$ cat src/mstt_pkg.sv
// Shared types, opcodes and widths for the multi-slot tick timer table.
`timescale 1ns / 1ps

package mstt_pkg;

    // Default table depth
    localparam int NUM_SLOTS_DEF = 32;

    // Field widths of the request and result channels
    localparam int OP_W         = 2;
    localparam int TIMEOUT_W    = 32;
    localparam int SLOT_FIELD_W = 5;
    localparam int MASK_W       = 32;

    // Operation codes
    localparam logic [OP_W-1:0] OP_TICK       = 2'd0;
    localparam logic [OP_W-1:0] OP_REGISTER   = 2'd1;
    localparam logic [OP_W-1:0] OP_UNREGISTER = 2'd2;

    // Controller states
    typedef enum logic [2:0] {
        ST_IDLE,
        ST_EXEC,
        ST_SCAN,
        ST_DRAIN,
        ST_DONE
    } t_state;

    // Commands from the controller to the datapath
    typedef struct packed {
        logic latch;
        logic exec;
        logic scan_step;
        logic load_out;
    } t_dp_cmd;

    // Status from the datapath to the controller
    typedef struct packed {
        logic op_tick;
        logic scan_last;
        logic out_free;
    } t_dp_sts;

endpackage

$ cat src/mstt_ctrl.sv
// Controller state machine sequencing request execution and the tick scan.
`timescale 1ns / 1ps

module mstt_ctrl import mstt_pkg::*; (
    input  logic    i_clk,
    input  logic    i_rst_n,
    input  logic    i_valid,
    output logic    o_stall,
    output t_dp_cmd o_cmd,
    input  t_dp_sts i_sts
);

    t_state r_state;
    t_state n_state;

    // Hold the state register
    always_ff @(posedge i_clk) begin
        if (!i_rst_n) begin
            r_state <= ST_IDLE;
        end else begin
            r_state <= n_state;
        end
    end

    // Decode next state and datapath commands
    always_comb begin
        n_state = r_state;
        o_cmd   = '0;
        o_stall = 1'b1;
        unique case (r_state)
            ST_IDLE: begin
                o_stall = 1'b0;
                if (i_valid) begin
                    o_cmd.latch = 1'b1;
                    n_state     = ST_EXEC;
                end
            end
            ST_EXEC: begin
                o_cmd.exec = 1'b1;
                n_state    = i_sts.op_tick ? ST_SCAN : ST_DONE;
            end
            ST_SCAN: begin
                o_cmd.scan_step = 1'b1;
                if (i_sts.scan_last) begin
                    n_state = ST_DRAIN;
                end
            end
            ST_DRAIN: begin
                n_state = ST_DONE;
            end
            ST_DONE: begin
                if (i_sts.out_free) begin
                    o_cmd.load_out = 1'b1;
                    n_state        = ST_IDLE;
                end
            end
            default: begin
                n_state = ST_IDLE;
            end
        endcase
    end

    // A result is only pushed when the output register can take it
    a_load_when_free: assert property (@(posedge i_clk) disable iff (!i_rst_n)
        o_cmd.load_out |-> i_sts.out_free)
        else $error("result loaded while output register occupied");

    // An accepted request is always executed on the following cycle
    a_accept_then_exec: assert property (@(posedge i_clk) disable iff (!i_rst_n)
        (i_valid && !o_stall) |=> (r_state == ST_EXEC))
        else $error("accepted request not executed");

    // The scan only advances while no request can be accepted
    a_scan_blocks_input: assert property (@(posedge i_clk) disable iff (!i_rst_n)
        o_cmd.scan_step |-> o_stall)
        else $error("scan step while input open");

endmodule

$ cat src/mstt_dp.sv
// Datapath: slot valid bits, slot memory, tick writeback and result registers.
`timescale 1ns / 1ps

module mstt_dp import mstt_pkg::*; #(
    parameter int NUM_SLOTS = NUM_SLOTS_DEF
) (
    input  logic                    i_clk,
    input  logic                    i_rst_n,
    input  logic [OP_W-1:0]         i_operation,
    input  logic [TIMEOUT_W-1:0]    i_timeout_ticks,
    input  logic                    i_periodic_mode,
    input  logic [SLOT_FIELD_W-1:0] i_target_slot,
    input  t_dp_cmd                 i_cmd,
    output t_dp_sts                 o_sts,
    input  logic                    i_stall,
    output logic                    o_valid,
    output logic                    o_status,
    output logic [SLOT_FIELD_W-1:0] o_assigned_slot,
    output logic [MASK_W-1:0]       o_fired_mask
);

    localparam int SLOT_W  = $clog2(NUM_SLOTS);
    localparam int ENTRY_W = 1 + 2 * TIMEOUT_W;
    localparam int CMP_W   = 8;

    // Latched request
    logic [OP_W-1:0]         r_op;
    logic [TIMEOUT_W-1:0]    r_timeout;
    logic                    r_periodic;
    logic [SLOT_FIELD_W-1:0] r_target;

    // Slot state
    logic [NUM_SLOTS-1:0]    r_valid;
    logic [ENTRY_W-1:0]      r_mem [NUM_SLOTS];

    // Scan pipeline
    logic [SLOT_W-1:0]       r_scan_idx;
    logic [SLOT_W-1:0]       r_wb_idx;
    logic                    r_wb_pend;
    logic [ENTRY_W-1:0]      r_rd_data;

    // Pending result
    logic                    r_res_status;
    logic [SLOT_FIELD_W-1:0] r_res_slot;
    logic [MASK_W-1:0]       r_res_mask;

    // Output register
    logic                    r_out_valid;
    logic                    r_out_status;
    logic [SLOT_FIELD_W-1:0] r_out_slot;
    logic [MASK_W-1:0]       r_out_mask;

    logic [NUM_SLOTS-1:0]    w_free;
    logic [NUM_SLOTS-1:0]    w_lowest;
    logic                    w_full;
    logic [SLOT_W-1:0]       w_free_idx;
    logic [SLOT_W-1:0]       w_tgt_idx;
    logic                    w_tgt_ok;
    logic                    w_do_reg;
    logic                    w_do_unreg;
    logic                    w_rd_per;
    logic [TIMEOUT_W-1:0]    w_rd_to;
    logic [TIMEOUT_W-1:0]    w_rd_cnt;
    logic                    w_wb_live;
    logic                    w_wb_fire;
    logic [TIMEOUT_W-1:0]    w_wb_cnt;
    logic [MASK_W-1:0]       w_fire_bits;

    // Isolate the lowest free slot and encode it
    assign w_free   = ~r_valid;
    assign w_lowest = w_free & (~w_free + NUM_SLOTS'(1));
    assign w_full   = ~|w_free;

    always_comb begin
        w_free_idx = '0;
        for (int j = 0; j < NUM_SLOTS; j++) begin
            if (w_lowest[j]) begin
                w_free_idx = w_free_idx | SLOT_W'(j);
            end
        end
    end

    // Range-check the unregister target
    assign w_tgt_ok  = (CMP_W'(r_target) < CMP_W'(NUM_SLOTS));
    assign w_tgt_idx = SLOT_W'(r_target);

    // Decode the execute step
    always_comb begin
        w_do_reg   = 1'b0;
        w_do_unreg = 1'b0;
        unique case (r_op)
            OP_REGISTER:   w_do_reg   = i_cmd.exec && !w_full;
            OP_UNREGISTER: w_do_unreg = i_cmd.exec && w_tgt_ok;
            default: begin
                w_do_reg   = 1'b0;
                w_do_unreg = 1'b0;
            end
        endcase
    end

    // Evaluate the slot read on the previous scan step
    assign w_rd_per  = r_rd_data[ENTRY_W-1];
    assign w_rd_to   = r_rd_data[2*TIMEOUT_W-1:TIMEOUT_W];
    assign w_rd_cnt  = r_rd_data[TIMEOUT_W-1:0];
    assign w_wb_live = r_wb_pend && r_valid[r_wb_idx];
    assign w_wb_fire = w_wb_live && (w_rd_cnt >= w_rd_to);
    assign w_wb_cnt  = w_wb_fire ? TIMEOUT_W'(1) : (w_rd_cnt + TIMEOUT_W'(1));

    always_comb begin
        w_fire_bits = '0;
        for (int j = 0; j < MASK_W; j++) begin
            if ((j < NUM_SLOTS) && (r_wb_idx == SLOT_W'(j))) begin
                w_fire_bits[j] = w_wb_fire;
            end
        end
    end

    // Latch the accepted request
    always_ff @(posedge i_clk) begin
        if (i_cmd.latch) begin
            r_op       <= i_operation;
            r_timeout  <= i_timeout_ticks;
            r_periodic <= i_periodic_mode;
            r_target   <= i_target_slot;
        end
    end

    // Set, clear and retire slot valid bits
    always_ff @(posedge i_clk) begin
        if (!i_rst_n) begin
            r_valid <= '0;
        end else begin
            if (w_do_reg) begin
                r_valid[w_free_idx] <= 1'b1;
            end
            if (w_do_unreg) begin
                r_valid[w_tgt_idx] <= 1'b0;
            end
            if (w_wb_fire && !w_rd_per) begin
                r_valid[r_wb_idx] <= 1'b0;
            end
        end
    end

    // Write the slot memory from register or tick writeback
    always_ff @(posedge i_clk) begin
        if (w_do_reg) begin
            r_mem[w_free_idx] <= {r_periodic, r_timeout, TIMEOUT_W'(0)};
        end else if (w_wb_live) begin
            r_mem[r_wb_idx] <= {w_rd_per, w_rd_to, w_wb_cnt};
        end
    end

    // Read the slot memory one entry per scan step
    always_ff @(posedge i_clk) begin
        if (i_cmd.scan_step) begin
            r_rd_data <= r_mem[r_scan_idx];
            r_wb_idx  <= r_scan_idx;
        end
    end

    // Advance the scan index
    always_ff @(posedge i_clk) begin
        if (i_cmd.latch) begin
            r_scan_idx <= '0;
        end else if (i_cmd.scan_step) begin
            r_scan_idx <= r_scan_idx + SLOT_W'(1);
        end
    end

    always_ff @(posedge i_clk) begin
        if (!i_rst_n) begin
            r_wb_pend <= 1'b0;
        end else begin
            r_wb_pend <= i_cmd.scan_step;
        end
    end

    // Build the pending result
    always_ff @(posedge i_clk) begin
        if (i_cmd.latch) begin
            r_res_status <= 1'b0;
            r_res_slot   <= '0;
            r_res_mask   <= '0;
        end else begin
            if (i_cmd.exec && (r_op == OP_REGISTER)) begin
                r_res_status <= w_full;
                r_res_slot   <= w_full ? '0 : SLOT_FIELD_W'(w_free_idx);
            end
            r_res_mask <= r_res_mask | w_fire_bits;
        end
    end

    // Hold the result until the consumer takes it
    always_ff @(posedge i_clk) begin
        if (!i_rst_n) begin
            r_out_valid <= 1'b0;
        end else if (i_cmd.load_out) begin
            r_out_valid <= 1'b1;
        end else if (!i_stall) begin
            r_out_valid <= 1'b0;
        end
    end

    always_ff @(posedge i_clk) begin
        if (i_cmd.load_out) begin
            r_out_status <= r_res_status;
            r_out_slot   <= r_res_slot;
            r_out_mask   <= r_res_mask;
        end
    end

    assign o_valid         = r_out_valid;
    assign o_status        = r_out_status;
    assign o_assigned_slot = r_out_slot;
    assign o_fired_mask    = r_out_mask;

    assign o_sts.op_tick   = (r_op == OP_TICK);
    assign o_sts.scan_last = (r_scan_idx == SLOT_W'(NUM_SLOTS - 1));
    assign o_sts.out_free  = !r_out_valid || !i_stall;

    // A writeback only follows a memory read
    a_wb_after_read: assert property (@(posedge i_clk) disable iff (!i_rst_n)
        r_wb_pend |-> $past(i_cmd.scan_step))
        else $error("writeback without a preceding read");

    // A loaded result is presented on the next cycle
    a_load_presents: assert property (@(posedge i_clk) disable iff (!i_rst_n)
        i_cmd.load_out |=> o_valid)
        else $error("loaded result not presented");

    // A full-table result never carries a slot number
    a_full_no_slot: assert property (@(posedge i_clk) disable iff (!i_rst_n)
        (o_valid && o_status) |-> (o_assigned_slot == '0))
        else $error("table full result with nonzero slot");

endmodule

$ cat src/multi_slot_tick_timer_table.sv
// Top level of the multi-slot tick timer table: controller plus datapath.
// Register, unregister and unknown requests: latch, execute, then load the output register.
// Tick requests: latch, execute, scan one slot per cycle, drain, then load the output register.
// One request in progress at a time: the next is accepted only after the last one's result
// has entered the output register.
// Synchronous active-low reset clears all slot valid bits and the handshake state.
`timescale 1ns / 1ps

module multi_slot_tick_timer_table import mstt_pkg::*; #(
    parameter int NUM_SLOTS = NUM_SLOTS_DEF
) (
    input  logic                    i_clk,
    input  logic                    i_rst_n,
    input  logic                    i_valid,
    output logic                    o_stall,
    input  logic [OP_W-1:0]         i_operation,
    input  logic [TIMEOUT_W-1:0]    i_timeout_ticks,
    input  logic                    i_periodic_mode,
    input  logic [SLOT_FIELD_W-1:0] i_target_slot,
    output logic                    o_valid,
    input  logic                    i_stall,
    output logic                    o_status,
    output logic [SLOT_FIELD_W-1:0] o_assigned_slot,
    output logic [MASK_W-1:0]       o_fired_mask
);

    t_dp_cmd w_cmd;
    t_dp_sts w_sts;

    // Sequence each request
    mstt_ctrl u_ctrl (
        .i_clk   (i_clk),
        .i_rst_n (i_rst_n),
        .i_valid (i_valid),
        .o_stall (o_stall),
        .o_cmd   (w_cmd),
        .i_sts   (w_sts)
    );

    // Hold slot state and build results
    mstt_dp #(
        .NUM_SLOTS (NUM_SLOTS)
    ) u_dp (
        .i_clk           (i_clk),
        .i_rst_n         (i_rst_n),
        .i_operation     (i_operation),
        .i_timeout_ticks (i_timeout_ticks),
        .i_periodic_mode (i_periodic_mode),
        .i_target_slot   (i_target_slot),
        .i_cmd           (w_cmd),
        .o_sts           (w_sts),
        .i_stall         (i_stall),
        .o_valid         (o_valid),
        .o_status        (o_status),
        .o_assigned_slot (o_assigned_slot),
        .o_fired_mask    (o_fired_mask)
    );

endmodule
$ cat config.mk
export PLATFORM = sky130hd
export DESIGN_NAME = multi_slot_tick_timer_table
export DESIGN_NICKNAME = d
export VERILOG_FILES = /design/src/mstt_pkg.sv /design/src/mstt_ctrl.sv /design/src/mstt_dp.sv /design/src/multi_slot_tick_timer_table.sv
export SDC_FILE = /design/constraint.sdc
export NUM_CORES = 2
export LEC_CHECK = 0
export BUFFER_PORTS_ARGS = -buffer_cell sky130_fd_sc_hd__buf_2
export CORE_ASPECT_RATIO = 1.2
export CORE_UTILIZATION = 30
export DETAILED_ROUTE_END_ITERATION = 8
export GPL_ROUTABILITY_DRIVEN = 0
export HOLD_SLACK_MARGIN = 0.02
export PLACE_DENSITY = 0.56
export SYNTH_ARGS = -nofsm -noshare
export SYNTH_HDL_FRONTEND = slang
export SYNTH_SLANG_ARGS = --single-unit
$ cat constraint.sdc
create_clock -name i_clk -period 22.2 [get_ports i_clk]
set_input_delay 4.44 -clock i_clk [delete_from_list [all_inputs] [get_ports i_clk]]
set_output_delay 4.44 -clock i_clk [all_outputs]
set_load 0.05 [all_outputs]
==> results.tsv <==
metric	value	unit
Via density	5.09	
Starting DRT DRC Count	4521	
vias in the first global route	43600	
Layout fillers	27200	
clock buffer depth	4	
Synth Area per Inst	22.5	µm²
reg-to-reg slack, setup	16260	ps
Hold Buf Count CTS	0	
clock sink count	2308	
gr usage total	15.4	%
CP required	17760	ps
Initial Utilization	30.2	%
# port buffers	83	
Setup WS post-layout	15940	ps
Worst R2R Path Depth	10	
CTS resizes	0	
top-count cell post-synth	edfxtp_1	
# placed instances	7972	
Crit. End Element	primary output	
initial antenna violation count	8	
worst setup path endpoint	o_stall	
Placed Area	95400	µm²
number of I/O pins	84	
DP Wirelength	124	mm
Die Height	599	µm
ANT nets after route	0	
total CTS buffers	224	
GRT overflow	0	
Post-Synthesis Cells	3961	
largest net degree at the start of global routing	143	
FFs w/ async S/R, synth	0	%
Synth cell types	71	
area share of the largest cell type after synthesis	75.0	%
hold_ws	430	ps
Leak Pwr	32.4	nW
slew of the pin with the lowest slew margin	1350	ps
register bit total from synthesis	2308	
ratio of cells with drive above 1 in the final layout	30.5	%
H-Tree Depth	4	
P per Cell Area	84.5	nW/µm²
Yosys warning count	0	
die area	299000	µm²
Worst-Skew Late Latency	890	ps
synth top area cells	edfxtp_1, mux4_2, dfxtp_1	
Finish-stage setup viols	0	
clock-pin slew on the worst setup and hold paths	70	ps
Rows	218	
Pint	6.90	mW
Worst Path Arrival	1820	ps
Reg2Reg Launch Point	u_dp.r_wb_idx[0]$_DFFE_PP_	
Place WS	15940	ps
Comb power frac	2.5	%
Worst Skew	75.9	ps
die extent in x	500	µm
Post-CTS Setup Inserts	0	
Fmax	0.160	GHz
Clock Power Share	42.3	%
final wirelength	234	mm
sequential-to-total area share from yosys stat	76.8	%
EDFF count, synth	2228	
Max-Cap Viols	0	
setup TNS	0	ps
fin area	102000	µm²
worst-path maximum fanout	6	
DR vias	42600	
Reg power frac	55.2	%
Final Hold Violating Endpoints	0	
Syn Nets	4040	
global-route wire length before repair	331	mm
final net count	4319	
Synth Flop Type	edfxtp_1	
Synth area leader	edfxtp_1	
DRC violations left	0	
Detailed Routing Iterations Pass 1	5	
non-filler cells, final	8375	
Area Growth Syn to Fin	14.7	%
Period Utilization, post-route	28.2	%
sw power	1.75	mW
status	finished, final reports clean	
R2R Path End	u_dp.r_mem[8][50]$_DFFE_PP_	
Sw Share	20.2	%
peak supply drop	0.0687	mV
cell area after synthesis	89200	µm²
Core Footprint	295000	µm²
Final Max Slew Viols	0	
fin crit period	6260	ps
CP startpoint kind	flip-flop	
CTS tree	yes	
Routed WL per cell	27.9	µm
Tightest Hold Check Type	reg -> reg	
RSZ-0062 raised after global routing	no	
top post-synthesis cells by count	edfxtp_1, mux4_2, clkbuf_1, nor2_1, nand2_1	
Crit. Startpoint	u_ctrl.r_state[2]$_SDFFE_PN0P_	
Slew headroom	10.3	%
CTS Root Cell	clkbuf_16	
WS Path Type	reg -> out	
-- flip-flops by register name, summed over array words and instances, names as in the netlist, 2 cells and up --
| signal | count |
|---|---|
| u_dp.r_res_mask | 32 |
| u_dp.r_timeout | 32 |
| u_dp.r_scan_idx | 5 |
| u_dp.r_res_slot | 5 |
| u_dp.o_assigned_slot | 5 |
| u_dp.r_target | 5 |
| u_dp.r_op | 2 |
| u_dp.r_mem | 2080 |
| u_dp.r_valid | 32 |
| u_ctrl.r_state | 3 |
| u_dp.r_wb_idx | 5 |
| u_dp.r_rd_data | 65 |
| u_dp.o_fired_mask | 32 |
-- placed cells by master, fill, tap and decap left out, types with 5 or more instances in the layout --
cell       instances
a31oi_1           12
xor2_1            20
and4_1             6
dfxtp_1           75
ha_1              35
nand2_1          101
clkinv_2          34
nand3_1           27
clkinv_1          62
mux4_2           659
nor2b_1            8
bufinv_16         15
inv_6              5
clkbuf_1          40
edfxtp_1        2228
a21oi_1           50
nand4_1           16
nor2_1            94
a21oi_2            5
and2_1             8
clkbuf_16        229
dfxtp_4            5
a22o_1            22
buf_4            155
o211ai_1           8
o21ai_1           29
inv_1             49
nor2_4            32
buf_2             83
nand2b_1           5
o21ai_0           51
or3_1              5
mux2_2            70
nor4_1             6
and3_1            12
nor3_1            12
a211oi_1          25
xnor2_1           10
-- worst max-delay path, stage by stage, from the launching register on --
cell and delay [ps]:
dfxtp_1 370, nor3_1 290, inv_1 70, buf_2 210
-- metal layers --
| layer | vias up | GRT usage, % | part of all wire (%) |
|---|---|---|---|
| met5 | - | 0 | 0 |
| met4 | 0 | 4.05 | 2.4 |
| met3 | 339 | 2.40 | 6.0 |
| met2 | 1500 | 26.4 | 50 |
| met1 | 23400 | 20.3 | 41 |
| li1 | 17300 | - | - |
-- metrics by stage --
step,power (mW),utilization [%]
2_1_floorplan,5.01,-
3_3_place_gp,5.08,32.4
3_5_place_dp,5.09,32.4
4_1_cts,8.73,34.7
5_1_grt,8.89,34.7
6_report,8.65,34.7
-- power by group through the flow --
stage	clock network (mW)	registers (mW)	logic (mW)
3_3_place_gp	0	4.87	0.218
2_1_floorplan	0	4.87	0.146
4_1_cts	3.74	4.77	0.221
5_1_grt	3.89	4.77	0.233
6_report	3.66	4.77	0.215
3_5_place_dp	0	4.87	0.221
-- final cells by class --
cell class                      count  area, µm²  area share, %
Sequential cell                  2308      68500           67.0
Tap cell                         3960       4950           4.84
Multi-Input combinational cell   1413      20100           19.6
Timing Repair Buffer              244       1690           1.65
Clock inverter                    127        997          0.974
Clock buffer                      270       5890           5.76
Antenna cell                        4       10.0        0.00978
Inverter                           49        186          0.182
-- cell families after synthesis --
group,synth area share (%)
AO/OA/AOI/OAI,1.77
XOR/XNOR,0.295
adder cells (fa/ha/maj),0.491
buffers and inverters,1.03
flip-flops,76.8
multiplexers,17.6
AND/OR/NAND/NOR,2.03
-- how the worst min path moves through the flow --
stage	start	to	slack, ps	cells past startpoint
after CTS	u_dp.r_res_mask[29]$_SDFF_PP0_	u_dp.o_fired_mask[29]$_DFFE_PP_	430	0
after global placement	u_dp.r_res_mask[10]$_SDFF_PP0_	u_dp.o_fired_mask[10]$_DFFE_PP_	430	0
after floorplan	u_dp.r_res_status$_SDFFE_PP0P_	u_dp.o_status$_DFFE_PP_	400	0
after detailed placement	u_dp.r_res_mask[29]$_SDFF_PP0_	u_dp.o_fired_mask[29]$_DFFE_PP_	420	0
final	u_dp.r_res_mask[29]$_SDFF_PP0_	u_dp.o_fired_mask[29]$_DFFE_PP_	430	0
after global routing	u_dp.r_res_mask[29]$_SDFF_PP0_	u_dp.o_fired_mask[29]$_DFFE_PP_	450	0
Power figures use the tool's default switching activity.
